$ cat config.mk
export PLATFORM = sky130hd
export DESIGN_NAME = timeseries_delta_xor_encoder_core
export DESIGN_NICKNAME = d
export VERILOG_FILES = /design/src/design/tsdx_pkg.sv /design/src/design/tsdx_front.sv /design/src/design/tsdx_queue.sv /design/src/design/tsdx_back.sv /design/src/design/timeseries_delta_xor_encoder_core.sv
export SDC_FILE = /design/constraint.sdc
export NUM_CORES = 2
export LEC_CHECK = 0
export ABC_AREA = 1
export BUFFER_PORTS_ARGS = -buffer_cell sky130_fd_sc_hd__buf_4
export CAP_MARGIN = 5
export CORE_ASPECT_RATIO = 0.8
export CORE_UTILIZATION = 62
export CTS_CLUSTER_SIZE = 10
export DETAILED_ROUTE_END_ITERATION = 8
export PLACE_DENSITY = 0.79
export SLEW_MARGIN = 10
export SYNTH_ARGS = -nofsm -noshare
export SYNTH_HDL_FRONTEND = slang
export SYNTH_SLANG_ARGS = --single-unit
$ cat constraint.sdc
create_clock -name clk -period 21.2 [get_ports clk]
set_clock_uncertainty 0.1 [all_clocks]
set_input_delay 2.12 -clock clk [delete_from_list [all_inputs] [get_ports clk]]
set_output_delay 2.12 -clock clk [all_outputs]
set_load 0.05 [all_outputs]
$ cat src/design/tsdx_pkg.sv
// Shared types and constants for the time-series delta/XOR encoder.
package tsdx_pkg;

	localparam int TS_W    = 64;
	localparam int VAL_W   = 64;
	localparam int CNT_W   = 32;
	localparam int BYTE_W  = 8;

	// header: count, first timestamp, first value
	localparam int HDR_BITS = CNT_W + TS_W + VAL_W;
	localparam int REC_W    = HDR_BITS;
	localparam int LEN_W    = $clog2(REC_W + 1);
	localparam int ACC_W    = REC_W + BYTE_W - 1;
	localparam int ACC_CNT_W = $clog2(ACC_W + 1);

	localparam int QUEUE_DEPTH = 2;

	localparam int PADDR_W = 3;
	localparam int PDATA_W = 32;
	localparam logic REG_POINT_COUNT = 1'b0;

	// timestamp code ranges (bias, span)
	localparam logic [TS_W-1:0] R1_BIAS = 64'd63;
	localparam logic [TS_W-1:0] R2_BIAS = 64'd255;
	localparam logic [TS_W-1:0] R3_BIAS = 64'd2047;
	localparam int R1_DW = 7;
	localparam int R2_DW = 9;
	localparam int R3_DW = 12;

	// prefixes in stream order, earliest bit in bit zero
	localparam logic [1:0] T_R1_PFX   = 2'b01;
	localparam logic [2:0] T_R2_PFX   = 3'b011;
	localparam logic [3:0] T_R3_PFX   = 4'b0111;
	localparam logic [3:0] T_ESC_PFX  = 4'b1111;
	localparam logic [1:0] V_SHORT_PFX = 2'b01;
	localparam logic [1:0] V_LONG_PFX  = 2'b11;

	localparam int T_ZERO_LEN = 1;
	localparam int T_R1_LEN   = 2 + R1_DW;
	localparam int T_R2_LEN   = 3 + R2_DW;
	localparam int T_R3_LEN   = 4 + R3_DW;
	localparam int T_ESC_LEN  = 4 + TS_W;
	localparam int V_SHORT_HDR = 5;
	localparam int V_LONG_HDR  = 14;
	localparam int V_MAX_LEN   = V_LONG_HDR + VAL_W;
	localparam int V_SHORT_MAX = 5;

	typedef enum logic [2:0] {
		DOD_ZERO,
		DOD_R1,
		DOD_R2,
		DOD_R3,
		DOD_ESC
	} dod_class_t;

	typedef struct packed {
		logic [REC_W-1:0] bits;
		logic [LEN_W-1:0] len;
		logic             last;
	} rec_t;

endpackage

$ cat src/design/tsdx_front.sv
// Front end: accepts points, computes delta-of-delta and XOR codes, builds bit records.
module tsdx_front (
	input  logic                          clk,
	input  logic                          arst_n,
	input  logic [tsdx_pkg::CNT_W-1:0]    point_count,
	input  logic [tsdx_pkg::TS_W-1:0]     timestamp,
	input  logic [tsdx_pkg::VAL_W-1:0]    sample_bits,
	input  logic                          last_point,
	input  logic                          in_valid,
	output logic                          in_ready,
	output tsdx_pkg::rec_t                rec,
	output logic                          rec_valid,
	input  logic                          rec_ready
);

	localparam int TS_W  = tsdx_pkg::TS_W;
	localparam int VAL_W = tsdx_pkg::VAL_W;
	localparam int REC_W = tsdx_pkg::REC_W;
	localparam int LEN_W = tsdx_pkg::LEN_W;
	localparam int TC_W  = tsdx_pkg::T_ESC_LEN;
	localparam int VC_W  = tsdx_pkg::V_MAX_LEN;
	localparam int NGRP  = VAL_W / 8;
	localparam int BIT_W = $clog2(VAL_W + 1);

	function automatic logic [3:0] clz8(input logic [7:0] b);
		logic [3:0] n;
		n = 4'd8;
		for (int i = 0; i < 8; i++)
			if (b[i]) n = 4'(7 - i);
		return n;
	endfunction

	function automatic logic [3:0] ctz8(input logic [7:0] b);
		logic [3:0] n;
		n = 4'd8;
		for (int i = 7; i >= 0; i--)
			if (b[i]) n = 4'(i);
		return n;
	endfunction

	logic en1, en2, en3, en4;

	// stage 1: input register
	logic             v_s1, last_s1;
	logic [TS_W-1:0]  ts_s1;
	logic [VAL_W-1:0] val_s1;

	// stage 2: delta and XOR
	logic             v_s2, first_s2, last_s2;
	logic [TS_W-1:0]  delta_s2;
	logic [VAL_W-1:0] x_s2;

	// stage 3: delta-of-delta and per-byte zero counts
	logic                  v_s3, first_s3, last_s3;
	logic [TS_W-1:0]       dod_s3;
	logic [VAL_W-1:0]      x_s3;
	logic [NGRP-1:0][3:0]  lzg_s3, tzg_s3;

	// stage 4: classified fields
	logic                        v_s4, first_s4, last_s4, xz_s4;
	tsdx_pkg::dod_class_t        cls_s4;
	logic [TS_W-1:0]             dod_s4;
	logic [tsdx_pkg::R1_DW-1:0]  b1_s4;
	logic [tsdx_pkg::R2_DW-1:0]  b2_s4;
	logic [tsdx_pkg::R3_DW-1:0]  b3_s4;
	logic [5:0]                  lz_s4;
	logic [BIT_W-1:0]            sig_s4;
	logic [VAL_W-1:0]            shx_s4;

	logic                  have_first_q;
	logic [TS_W-1:0]       prev_ts_q, prev_delta_q;
	logic [VAL_W-1:0]      prev_val_q;

	assign en4 = !v_s4 || rec_ready;
	assign en3 = !v_s3 || en4;
	assign en2 = !v_s2 || en3;
	assign en1 = !v_s1 || en2;
	assign in_ready = en1;

	// stage 1
	always_ff @(posedge clk or negedge arst_n) begin
		if (!arst_n) begin
			v_s1 <= 1'b0;
		end else if (en1) begin
			v_s1 <= in_valid;
		end
	end

	always_ff @(posedge clk) begin
		if (en1 && in_valid) begin
			ts_s1   <= timestamp;
			val_s1  <= sample_bits;
			last_s1 <= last_point;
		end
	end

	// stage 2
	always_ff @(posedge clk or negedge arst_n) begin
		if (!arst_n) begin
			v_s2         <= 1'b0;
			have_first_q <= 1'b0;
			prev_ts_q    <= '0;
			prev_val_q   <= '0;
		end else if (en2) begin
			v_s2 <= v_s1;
			if (v_s1) begin
				have_first_q <= !last_s1;
				prev_ts_q    <= ts_s1;
				prev_val_q   <= val_s1;
			end
		end
	end

	always_ff @(posedge clk) begin
		if (en2 && v_s1) begin
			first_s2 <= !have_first_q;
			last_s2  <= last_s1;
			delta_s2 <= have_first_q ? ts_s1 - prev_ts_q : ts_s1;
			x_s2     <= have_first_q ? val_s1 ^ prev_val_q : val_s1;
		end
	end

	// stage 3
	logic [NGRP-1:0][3:0] lzg_c, tzg_c;

	always_comb begin
		for (int g = 0; g < NGRP; g++) begin
			lzg_c[g] = clz8(x_s2[8*g +: 8]);
			tzg_c[g] = ctz8(x_s2[8*g +: 8]);
		end
	end

	always_ff @(posedge clk or negedge arst_n) begin
		if (!arst_n) begin
			v_s3         <= 1'b0;
			prev_delta_q <= '0;
		end else if (en3) begin
			v_s3 <= v_s2;
			if (v_s2)
				prev_delta_q <= first_s2 ? '0 : delta_s2;
		end
	end

	always_ff @(posedge clk) begin
		if (en3 && v_s2) begin
			first_s3 <= first_s2;
			last_s3  <= last_s2;
			dod_s3   <= first_s2 ? delta_s2 : delta_s2 - prev_delta_q;
			x_s3     <= x_s2;
			lzg_s3   <= lzg_c;
			tzg_s3   <= tzg_c;
		end
	end

	// stage 4
	logic [BIT_W-1:0]        lz_c, tz_c, tzs_c, sig_c;
	logic [TS_W-1:0]         b1_c, b2_c, b3_c;
	tsdx_pkg::dod_class_t    cls_c;

	always_comb begin
		lz_c = BIT_W'(VAL_W);
		for (int g = 0; g < NGRP; g++)
			if (lzg_s3[g] != 4'd8)
				lz_c = BIT_W'(8 * (NGRP - 1 - g)) + BIT_W'(lzg_s3[g]);
		tz_c = BIT_W'(VAL_W);
		for (int g = NGRP - 1; g >= 0; g--)
			if (tzg_s3[g] != 4'd8)
				tz_c = BIT_W'(8 * g) + BIT_W'(tzg_s3[g]);
		tzs_c = first_s3 ? '0 : tz_c;
		sig_c = BIT_W'(VAL_W) - lz_c - tz_c;

		b1_c = dod_s3 + tsdx_pkg::R1_BIAS;
		b2_c = dod_s3 + tsdx_pkg::R2_BIAS;
		b3_c = dod_s3 + tsdx_pkg::R3_BIAS;
		if (dod_s3 == '0)
			cls_c = tsdx_pkg::DOD_ZERO;
		else if (b1_c[TS_W-1:tsdx_pkg::R1_DW] == '0)
			cls_c = tsdx_pkg::DOD_R1;
		else if (b2_c[TS_W-1:tsdx_pkg::R2_DW] == '0)
			cls_c = tsdx_pkg::DOD_R2;
		else if (b3_c[TS_W-1:tsdx_pkg::R3_DW] == '0)
			cls_c = tsdx_pkg::DOD_R3;
		else
			cls_c = tsdx_pkg::DOD_ESC;
	end

	always_ff @(posedge clk or negedge arst_n) begin
		if (!arst_n) begin
			v_s4 <= 1'b0;
		end else if (en4) begin
			v_s4 <= v_s3;
		end
	end

	always_ff @(posedge clk) begin
		if (en4 && v_s3) begin
			first_s4 <= first_s3;
			last_s4  <= last_s3;
			cls_s4   <= cls_c;
			dod_s4   <= dod_s3;
			b1_s4    <= b1_c[tsdx_pkg::R1_DW-1:0];
			b2_s4    <= b2_c[tsdx_pkg::R2_DW-1:0];
			b3_s4    <= b3_c[tsdx_pkg::R3_DW-1:0];
			xz_s4    <= (x_s3 == '0);
			lz_s4    <= lz_c[5:0];
			sig_s4   <= sig_c;
			shx_s4   <= x_s3 >> tzs_c;
		end
	end

	// record assembly
	logic [TC_W-1:0]  tc;
	logic [VC_W-1:0]  vc;
	logic [BIT_W:0]   tlen, vlen;
	logic [REC_W-1:0] body;

	always_comb begin
		if (xz_s4) begin
			vc   = '0;
			vlen = (BIT_W+1)'(1);
		end else if (sig_s4 <= BIT_W'(tsdx_pkg::V_SHORT_MAX)) begin
			vc   = VC_W'({shx_s4, 3'(sig_s4 - BIT_W'(1)), tsdx_pkg::V_SHORT_PFX});
			vlen = (BIT_W+1)'(tsdx_pkg::V_SHORT_HDR) + (BIT_W+1)'(sig_s4);
		end else begin
			vc   = {shx_s4, sig_s4[5:0], lz_s4, tsdx_pkg::V_LONG_PFX};
			vlen = (BIT_W+1)'(tsdx_pkg::V_LONG_HDR) + (BIT_W+1)'(sig_s4);
		end

		unique case (cls_s4)
			tsdx_pkg::DOD_ZERO: begin
				tc   = '0;
				tlen = (BIT_W+1)'(tsdx_pkg::T_ZERO_LEN);
				body = REC_W'(vc) << tsdx_pkg::T_ZERO_LEN;
			end
			tsdx_pkg::DOD_R1: begin
				tc   = TC_W'({b1_s4, tsdx_pkg::T_R1_PFX});
				tlen = (BIT_W+1)'(tsdx_pkg::T_R1_LEN);
				body = REC_W'(vc) << tsdx_pkg::T_R1_LEN;
			end
			tsdx_pkg::DOD_R2: begin
				tc   = TC_W'({b2_s4, tsdx_pkg::T_R2_PFX});
				tlen = (BIT_W+1)'(tsdx_pkg::T_R2_LEN);
				body = REC_W'(vc) << tsdx_pkg::T_R2_LEN;
			end
			tsdx_pkg::DOD_R3: begin
				tc   = TC_W'({b3_s4, tsdx_pkg::T_R3_PFX});
				tlen = (BIT_W+1)'(tsdx_pkg::T_R3_LEN);
				body = REC_W'(vc) << tsdx_pkg::T_R3_LEN;
			end
			default: begin
				tc   = {dod_s4, tsdx_pkg::T_ESC_PFX};
				tlen = (BIT_W+1)'(tsdx_pkg::T_ESC_LEN);
				body = REC_W'(vc) << tsdx_pkg::T_ESC_LEN;
			end
		endcase
		body = body | REC_W'(tc);

		rec.last = last_s4;
		if (first_s4) begin
			rec.bits = {shx_s4, dod_s4, point_count};
			rec.len  = LEN_W'(tsdx_pkg::HDR_BITS);
		end else begin
			rec.bits = body;
			rec.len  = LEN_W'(tlen) + LEN_W'(vlen);
		end
	end

	assign rec_valid = v_s4;

endmodule

$ cat src/design/tsdx_queue.sv
// Small FIFO of bit records between the front end and the byte packer.
module tsdx_queue #(
	parameter int DEPTH = tsdx_pkg::QUEUE_DEPTH
) (
	input  logic           clk,
	input  logic           arst_n,
	input  tsdx_pkg::rec_t push_rec,
	input  logic           push_valid,
	output logic           push_ready,
	output tsdx_pkg::rec_t pop_rec,
	output logic           pop_valid,
	input  logic           pop_ready
);

	localparam int PTR_W = (DEPTH > 1) ? $clog2(DEPTH) : 1;
	localparam int FILL_W = $clog2(DEPTH + 1);

	tsdx_pkg::rec_t    mem_q [DEPTH];
	logic [PTR_W-1:0]  wr_ptr_q, rd_ptr_q;
	logic [FILL_W-1:0] fill_q;
	logic              push, pop;

	assign push_ready = (fill_q != FILL_W'(DEPTH));
	assign pop_valid  = (fill_q != '0);
	assign push       = push_valid && push_ready;
	assign pop        = pop_valid && pop_ready;
	assign pop_rec    = mem_q[rd_ptr_q];

	always_ff @(posedge clk) begin
		if (push)
			mem_q[wr_ptr_q] <= push_rec;
	end

	always_ff @(posedge clk or negedge arst_n) begin
		if (!arst_n) begin
			wr_ptr_q <= '0;
			rd_ptr_q <= '0;
			fill_q   <= '0;
		end else begin
			if (push)
				wr_ptr_q <= (wr_ptr_q == PTR_W'(DEPTH - 1)) ? '0 : wr_ptr_q + 1'b1;
			if (pop)
				rd_ptr_q <= (rd_ptr_q == PTR_W'(DEPTH - 1)) ? '0 : rd_ptr_q + 1'b1;
			if (push && !pop)
				fill_q <= fill_q + 1'b1;
			else if (pop && !push)
				fill_q <= fill_q - 1'b1;
		end
	end

endmodule

$ cat src/design/tsdx_back.sv
// Byte packer: merges bit records into an LSB-first stream and drives the byte register.
module tsdx_back (
	input  logic                        clk,
	input  logic                        arst_n,
	input  tsdx_pkg::rec_t              rec,
	input  logic                        rec_valid,
	output logic                        rec_ready,
	output logic [tsdx_pkg::BYTE_W-1:0] out_byte,
	output logic                        last_byte,
	output logic                        byte_valid,
	input  logic                        byte_ready
);

	localparam int ACC_W  = tsdx_pkg::ACC_W;
	localparam int CW     = tsdx_pkg::ACC_CNT_W;
	localparam int BYTE_W = tsdx_pkg::BYTE_W;
	localparam int SH_W   = $clog2(BYTE_W);

	logic [ACC_W-1:0]  acc_q;
	logic [CW-1:0]     cnt_q;
	logic              last_q, busy_q;
	logic [BYTE_W-1:0] out_byte_q;
	logic              last_byte_q, byte_valid_q;
	logic              emit_ok, out_free, load;

	assign emit_ok  = busy_q && ((cnt_q >= CW'(BYTE_W)) || (last_q && (cnt_q != '0)));
	assign out_free = !byte_valid_q || byte_ready;
	assign rec_ready = !emit_ok;
	assign load     = rec_valid && !emit_ok;

	always_ff @(posedge clk or negedge arst_n) begin
		if (!arst_n) begin
			acc_q        <= '0;
			cnt_q        <= '0;
			last_q       <= 1'b0;
			busy_q       <= 1'b0;
			byte_valid_q <= 1'b0;
			out_byte_q   <= '0;
			last_byte_q  <= 1'b0;
		end else begin
			if (emit_ok && out_free) begin
				acc_q <= acc_q >> BYTE_W;
				cnt_q <= (cnt_q > CW'(BYTE_W)) ? cnt_q - CW'(BYTE_W) : '0;
			end else if (load) begin
				acc_q  <= (ACC_W'(rec.bits) << cnt_q[SH_W-1:0])
				          | ACC_W'(acc_q[BYTE_W-2:0]);
				cnt_q  <= cnt_q + CW'(rec.len);
				last_q <= rec.last;
				busy_q <= 1'b1;
			end else if (!emit_ok) begin
				busy_q <= 1'b0;
			end

			if (emit_ok && out_free) begin
				byte_valid_q <= 1'b1;
				out_byte_q   <= acc_q[BYTE_W-1:0];
				last_byte_q  <= last_q && (cnt_q <= CW'(BYTE_W));
			end else if (byte_ready) begin
				byte_valid_q <= 1'b0;
			end
		end
	end

	assign out_byte   = out_byte_q;
	assign last_byte  = last_byte_q;
	assign byte_valid = byte_valid_q;

endmodule

$ cat src/design/timeseries_delta_xor_encoder_core.sv
// Top level of the time-series delta-of-delta / XOR stream encoder.
//
// Points enter on the point channel (timestamp, sample_bits, last_point; point_valid /
// point_ready) and the compressed stream leaves one byte per beat on the byte channel
// (out_byte, last_byte; byte_valid / byte_ready). Bits fill each byte from bit zero.
// The first point of a series yields the 20-byte header (point_count, timestamp, value);
// later points yield a timestamp code and a value code, 0 to 20 bytes (20 only with the
// final flush). A point flagged last_point flushes the partial byte and its final beat
// carries last_byte. The user must write point_count over the APB port while the block
// is idle; the block itself does not enforce this. A point passes through the four front
// stages and the record queue to the packer; its bytes leave through the byte register.
// The packer loads a record, then emits one byte per cycle while the receiver takes them,
// and takes a new record only once fewer than eight bits remain and no flush is pending.
// The front stages accept a new point every cycle while the queue has
// room. When the receiver stalls, the byte register holds, the packer, queue and front
// stages fill up and point_ready drops.
// Reset clears the series state, the queue and the packer; point_count resets to zero.
module timeseries_delta_xor_encoder_core #(
	parameter int QUEUE_DEPTH = tsdx_pkg::QUEUE_DEPTH
) (
	input  logic                           clk,
	input  logic                           arst_n,
	input  logic                           psel,
	input  logic                           penable,
	input  logic                           pwrite,
	input  logic [tsdx_pkg::PADDR_W-1:0]   paddr,
	input  logic [tsdx_pkg::PDATA_W-1:0]   pwdata,
	output logic [tsdx_pkg::PDATA_W-1:0]   prdata,
	output logic                           pready,
	input  logic [tsdx_pkg::TS_W-1:0]      timestamp,
	input  logic [tsdx_pkg::VAL_W-1:0]     sample_bits,
	input  logic                           last_point,
	input  logic                           point_valid,
	output logic                           point_ready,
	output logic [tsdx_pkg::BYTE_W-1:0]    out_byte,
	output logic                           last_byte,
	output logic                           byte_valid,
	input  logic                           byte_ready
);

	logic [tsdx_pkg::CNT_W-1:0] point_count_q;
	logic                       reg_sel;

	tsdx_pkg::rec_t front_rec, back_rec;
	logic           front_valid, front_ready, back_valid, back_ready;

	assign pready  = 1'b1;
	assign reg_sel = (paddr[tsdx_pkg::PADDR_W-1] == tsdx_pkg::REG_POINT_COUNT);
	assign prdata  = reg_sel ? tsdx_pkg::PDATA_W'(point_count_q) : '0;

	always_ff @(posedge clk or negedge arst_n) begin
		if (!arst_n) begin
			point_count_q <= '0;
		end else if (psel && penable && pwrite && pready && reg_sel) begin
			point_count_q <= pwdata[tsdx_pkg::CNT_W-1:0];
		end
	end

	tsdx_front u_front (
		.clk         (clk),
		.arst_n      (arst_n),
		.point_count (point_count_q),
		.timestamp   (timestamp),
		.sample_bits (sample_bits),
		.last_point  (last_point),
		.in_valid    (point_valid),
		.in_ready    (point_ready),
		.rec         (front_rec),
		.rec_valid   (front_valid),
		.rec_ready   (front_ready)
	);

	tsdx_queue #(
		.DEPTH (QUEUE_DEPTH)
	) u_queue (
		.clk        (clk),
		.arst_n     (arst_n),
		.push_rec   (front_rec),
		.push_valid (front_valid),
		.push_ready (front_ready),
		.pop_rec    (back_rec),
		.pop_valid  (back_valid),
		.pop_ready  (back_ready)
	);

	tsdx_back u_back (
		.clk        (clk),
		.arst_n     (arst_n),
		.rec        (back_rec),
		.rec_valid  (back_valid),
		.rec_ready  (back_ready),
		.out_byte   (out_byte),
		.last_byte  (last_byte),
		.byte_valid (byte_valid),
		.byte_ready (byte_ready)
	);

endmodule
---- Yosys cells after proc, flatten, opt, wreduce, memory -nomap -nowiden ----
Memories as Yosys holds them, arrays and structs flattened.
Index checks and enable logic that the tools add are counted.
W data, S select, Z words.
storage, ports and cells
  flip-flop bits (word level) ............. 1048
  RAM bits ................................ 338
  input port bits ......................... 171
  output and inout port bits .............. 44
  word-level logic and storage cells ...... 427
  memories ................................ 1
operators by class
  add/subtract/negate cells ............... 31
  magnitude comparators ................... 4
  equal/unequal tests ..................... 21
  shifts and indexed selects .............. 2
  multiplexer cells ....................... 160
  bitwise gates (word level) .............. 5
  reduce and logical (&&, ||, !) cells .... 96
memories
  memory         depth  bits a word  rd ports  clocked after Yosys merged registers in  write ports  line              source
  u_queue.mem_q  2      169          1         0                                        1            tsdx_queue.sv:18  tsdx_pkg::rec_t mem_q [DEPTH];
operators by type and width
  operator                  count
  $pmux W146 S4             1
  $mux W167                 2
  $pmux W68 S4              1
  $mux W64                  4
  $mux W168                 1
  $or A167 B7 Y167          1
  $shl A160 B3 Y167         1
  $mux W78                  2
  $mux W3                   49
  $or A146 B68 Y146         1
  $logic_not A64 Y1         2
  $sub A64 B64 Y64          2
  $mux W7                   17
  $reduce_or A7 Y1          16
  $mux W2                   35
  $add A64 B11 Y64 const B  1
  $add A64 B6 Y64 const B   1
  $add A64 B8 Y64 const B   1
  $mux W4                   16
  $ne A4 B4 Y1 const B      16
  $reduce_or A4 Y1          16
  $shr A64 B7 Y64           1
  $xor A64 B64 Y64          1
  $logic_not A57 Y1         1
  38 further kinds          130

---- Logic depth before layout (Yosys ltp) ----
  word-level depth ........................ 11
  depth in mapped cells ................... 22
  gate-level depth less buffers ........... 21

---- Cells and area by module ----
Synthesis repeated with hierarchy kept, for this count alone.
second synthesis, totals
  cell total of the unflattened synthesis .. 10472
  area, all modules ....................... 82588.0 um^2
by module, submodules not included
  module                             instances  cells each  area each (um^2)  sequential area each (um^2)
  tsdx_front                         1          7119        54156.9           23367.4
  tsdx_back                          1          2230        14312.5           4679.5
  tsdx_queue                         1          911         12532.0           10249.8
  timeseries_delta_xor_encoder_core  1          212         1586.5            800.8

---- Worst setup path before layout ----
OpenSTA, ideal clock, no wires.
  path type ............................... flip-flop to flip-flop
  start point ............................. reg u_queue.fill_q[0]
  end point ............................... mem u_queue.mem_q[1][0] (netlist name) (enable)
  setup time .............................. 0.701 ns
  arrival time ............................ 7.763 ns
  required time ........................... 20.399 ns
  setup slack ............................. 12.636 ns
  cell stages (with the launch flop) ...... 5
  buffers on the path ..................... 0
  period minus slack after synthesis ...... 8.564 ns
  path through ............................ dfrtp_1 > inv_1 > a21oi_1 > inv_1 > nor2_1
between the ends
  word-level cells in the longest chain between the ends .. 4
ends and longest elaborated chain
  item                           line              source
  start, declared                tsdx_queue.sv:20  logic [FILL_W-1:0] fill_q;
  start signal, assigned         tsdx_queue.sv:45  fill_q <= fill_q + 1'b1;
  start signal, assigned         tsdx_queue.sv:47  fill_q <= fill_q - 1'b1;
  $ne A2 B2 Y1                   tsdx_queue.sv:23  assign push_ready = (fill_q != FILL_W'(DEPTH));
  $logic_and A1 B1 Y1            tsdx_queue.sv:25  assign push = push_valid && push_ready;
  via u_queue.push               tsdx_queue.sv:21  logic push, pop;
  $mux W1                        tsdx_queue.sv:30  if (push)
  $mux W1 (not written as such)  tsdx_queue.sv:31  mem_q[wr_ptr_q] <= push_rec;
  end, declared                  tsdx_queue.sv:18
The timed path passes the listed nets, and every way through them passes these cells.

---- Worst setup path in the final report ----
  start point ............................. in byte_ready
  end point ............................... reg u_back.acc_q[73]
between the ends
  word-level cells in the longest chain between the ends .. 3
  elaborated cells on any way between the ends .. 4
  those cells by class .................... 1 x mux; 3 x reduce/logical
ends and longest elaborated chain
  item                                             line                                     source
  start, declared                                  timeseries_delta_xor_encoder_core.sv:38  input logic byte_ready
  $logic_or A1 B1 Y1 *                             tsdx_back.sv:27                          assign out_free = !byte_valid_q || byte_ready;
  $logic_and A1 B1 Y1 *                            tsdx_back.sv:41                          if (emit_ok && out_free) begin
  $mux W167 or $reduce_bool A2 Y1 (tied branches)  n/a
  end signal, assigned                             tsdx_back.sv:42                          acc_q <= acc_q >> BYTE_W;
  end signal, assigned                             tsdx_back.sv:45                          acc_q <= (ACC_W'(rec.bits) << cnt_q[SH_W-1:0])
  end, declared                                    tsdx_back.sv:19                          logic [ACC_W-1:0] acc_q;
Every way passes the cells marked *; elsewhere a longest branch is shown, timed or not.
A chain may end at the register's enable or synchronous reset.

==> impl_metrics.py <==
metrics = {
    "clock_tree": {
        "tritoncts": "built",
        "clk_latency_ns": 0.84,
        "htree_levels": 4,
        "numClockSinks": 1372,
        "postCtsHoldBufs": 0,
        "root_buffer": "clkbuf_16",
        "cts-buffers-inserted": 157,
        "postCtsSetupBuffers": 0,
        "cts_max_path_buffers": 3,
        "path_clk_slew_ns": 0.06,
        "post_cts_resized": 0,
    },
    "synthesis": {
        "synth_edf_count": 952,
        "synth-seq-cells": 1372,
        "yosysSeqAreaShare_pct": 48.9,
        "yosys_warnings": 0,
        "synth_area_leaders": "edfxtp_1, dfrtp_1, nand2_1",
        "synth_top_area_cell": "edfxtp_1",
        "synth_area_per_cell_um2": 8.11,
        "synth_adder_area_share_pct": 2.60,
        "yosysMostFrequentCell": "nand2_1",
        "async_flop_share_pct": 30.6,
        "synth_xor_area_share_pct": 2.88,
        "synth_compound_area_share_pct": 12.1,
        "syn_nets": 10201,
        "synthSimpleGateAreaFrac_pct": 26.5,
        "synth_mux_area_share_pct": 0.0376,
        "synth_top_family_by_area": "simple AND/OR/NAND/NOR gates",
        "ys_types": 69,
        "syn_inst": 9866,
        "synth_top_area_share_pct": 35.7,
        "ys_dominant_reg_cell": "edfxtp_1",
        "synth_commonest_cells": "nand2_1, nand3_1, edfxtp_1",
        "syn-cell-area_um2": 80000,
    },
    "placement": {
        "gp_congestion": 1.10,
        "port_buffers": 211,
        "dp_cells": 11397,
        "dp_hpwl_um": 202000,
        "postPlaceCellArea_um2": 82500,
    },
    "floorplan": {
        "die_y_um": 323,
        "die_w_um": 404,
        "core_um2": 128000,
        "die_area_um2": 130000,
        "pin_count": 215,
        "rows": 117,
        "start_util_pct": 62.6,
    },
    "drt": {
        "num_vias": 74264,
        "detail-route-antenna-nets": 1,
        "drt_iter0_markers": 12517,
        "dr.pass1.iters": 9,
        "routedWlPerCell_um": 23.5,
        "routed_via_density": 6.36,
        "wl_um": 274000,
        "drc": 12,
    },
    "pwr": {
        "p_int_mw": 7.47,
        "peakVddDrop_v": 0.000157,
        "power_density_nw_per_um2": 164,
        "power.total_mw": 14.3,
        "power_leakage_nw": 37.0,
        "seq_power_share_pct": 35.9,
        "power.share.clock_pct": 17.6,
        "switching_share_pct": 47.9,
        "power_frac_comb_pct": 46.5,
        "switchingPower_mw": 6.85,
    },
    "job": {
        "cap_violations": 0,
    },
    "worst_setup_path": {
        "cp_max_fo": 79,
        "arrival_ns": 6.54,
        "critPathCaptureType": "flop",
        "cp.required_ns": 21.86,
        "critPathSlowestCell": "nand2_1",
        "cp_cell_sequence": "buf_4 -> inv_1 -> a21oi_4 -> buf_4 -> inv_2 -> nand2_1 -> inv_4 -> buf_4 -> nand2_1 -> nand3_1",
        "cpPeakStageDelay_ns": 0.95,
        "r2r_start": "u_back.cnt_q[0]",
        "crit_family": "buffers and inverters",
        "criticalPathCategory": "input port to flop",
        "setup.worst_path.start": "byte_ready",
        "critPathBufInv": 6,
        "cp_common_cell": "buf_4",
        "startpoint_type": "input port",
    },
    "global_route": {
        "grt_pass1_vias": 67180,
        "antenna_found_initial": 11,
        "grt_start_max_net_pins": 208,
        "grt_pass1_wl_um": 406000,
        "grt_use_total_pct": 41.2,
        "grt_overflow": 0,
    },
    "sta": {
        "max_freq_ghz": 0.170,
        "period_share_pct": 27.7,
        "max_slew_margin_pct": 6.59,
        "setup_viol": 0,
        "rsz0062_at_grt": "no",
        "drv_slew": 0,
        "hold_viol_final": 0,
        "worstMarginPinSlew_ns": 1.39,
        "finalSetupTns_ns": 0,
        "fin_crit_ns": 5.88,
    },
    "hold_path": {
        "min_path_type": "flop to flop",
        "hp-start": "u_front.last_s2",
    },
    "final_layout": {
        "drive_gt1_share_pct": 6.36,
        "final_cells": 11679,
        "final_net_count": 10166,
        "stdcell_area_um2": 87200,
        "area_growth_pct": 9.01,
    },
    "outcome": {
        "violations": "antenna violations, design-rule violations",
        "outcome": "complete, but fails checks",
    },
}
## metal layers
| metal | wire [um] | vias up | part of all wire, % | track usage (%) |
|---|---|---|---|---|
| met3 | 41000 | 708 | 15 | 14.4 |
| li1 | - | 33540 | - | - |
| met4 | 10800 | 12 | 3.9 | 14.4 |
| met1 | 111000 | 34939 | 40 | 59.4 |
| met2 | 111000 | 5065 | 41 | 57.4 |
| met5 | 93 | - | 0.034 | 0 |
## layout by cell type (no fill, tap or decap), types with 8 or more instances in the layout
cell          n
a211oi_1     32
a21boi_0      8
a21o_1       23
a21oi_1     382
a221oi_1     16
a22oi_1     147
a31oi_1      45
buf_4       280
clkbuf_1     96
clkbuf_16   157
clkinv_1     11
clkinv_16     8
dfrtp_1     416
edfxtp_1    952
ha_1        160
inv_1       914
inv_2        29
nand2_1    2431
nand2_2      16
nand3_1    1379
nand3b_1     15
nand4_1      66
nor2_1      769
nor2_2       26
nor2_4       19
nor3_1       80
nor4_1       50
o2111ai_1    11
o211ai_1     48
o21a_1        8
o21ai_0     739
o21ai_1      36
o21bai_1     19
o221ai_1     22
o22ai_1     126
or2_2        48
or3_1        15
xnor2_1      49
xor2_1      214
## final timing paths
check,endpoint,depth (start not counted),slack (ns)
min in group asynchronous,u_back.out_byte[2],1,1.23
max in group asynchronous,u_front.prev_ts_q[27],4,16.57
worst max register to register,u_back.acc_q[73],14,15.49
worst max-delay path,u_back.acc_q[73],10,15.32
worst min register to register,u_front.last_s3,0,0.31
worst min-delay path,u_front.last_s3,0,0.31
## sequential cells by signal, indices dropped and copies added (netlist names), 64 cells and up
name	flops
u_queue.mem_q	338
u_front.prev_delta_q	64
u_front.val_s1	64
u_front.dod_s3	64
u_front.x_s3	64
u_front.ts_s1	64
u_front.x_s2	64
u_front.dod_s4	64
u_front.shx_s4	64
u_front.prev_val_q	64
u_front.delta_s2	64
u_back.acc_q	167
u_front.prev_ts_q	64
## metrics by stage
stage	util (%)	setup WS (ns)	hold WS (ns)
5_1_grt	68.3	15.19	0.331
6_report	68.3	15.32	0.313
3_3_place_gp	64.6	14.84	0.309
3_5_place_dp	64.6	14.70	0.321
4_1_cts	68.3	15.58	0.337
2_1_floorplan	-	12.64	0.300
## cell type report
cell class                      count  area, um^2
Sequential cell                  1372       39100
Antenna cell                        6        15.0
Multi-Input combinational cell   7059       35400
Fill cell                       10121       40500
Tap cell                         1725        2160
Clock buffer                      254        4300
Clock inverter                     22         399
Timing Repair Buffer              284        2180
Inverter                          957        3620
## cell families (layout without fill, tap and decap cells)
kind of cell             Yosys count  in the layout
AND/OR/NAND/NOR                 4938           4938
AO/OA/AOI/OAI                   1690           1690
buffers and inverters           1435           1517
other                              1              7
flip-flops                      1372           1372
XOR/XNOR                         263            263
multiplexers                       3              3
adder cells (fa/ha/maj)          164            164
## power groups by stage
stage | Clock (mW) | Combinational, mW | Sequential [mW]
4_1_cts | 2.54 | 6.37 | 5.06
2_1_floorplan | 0 | 4.41 | 4.78
3_3_place_gp | 0 | 6.16 | 5.06
6_report | 2.52 | 6.66 | 5.14
3_5_place_dp | 0 | 6.32 | 5.10
5_1_grt | 2.65 | 7.18 | 5.17
Note: power is estimated with default switching activity, not from simulation.
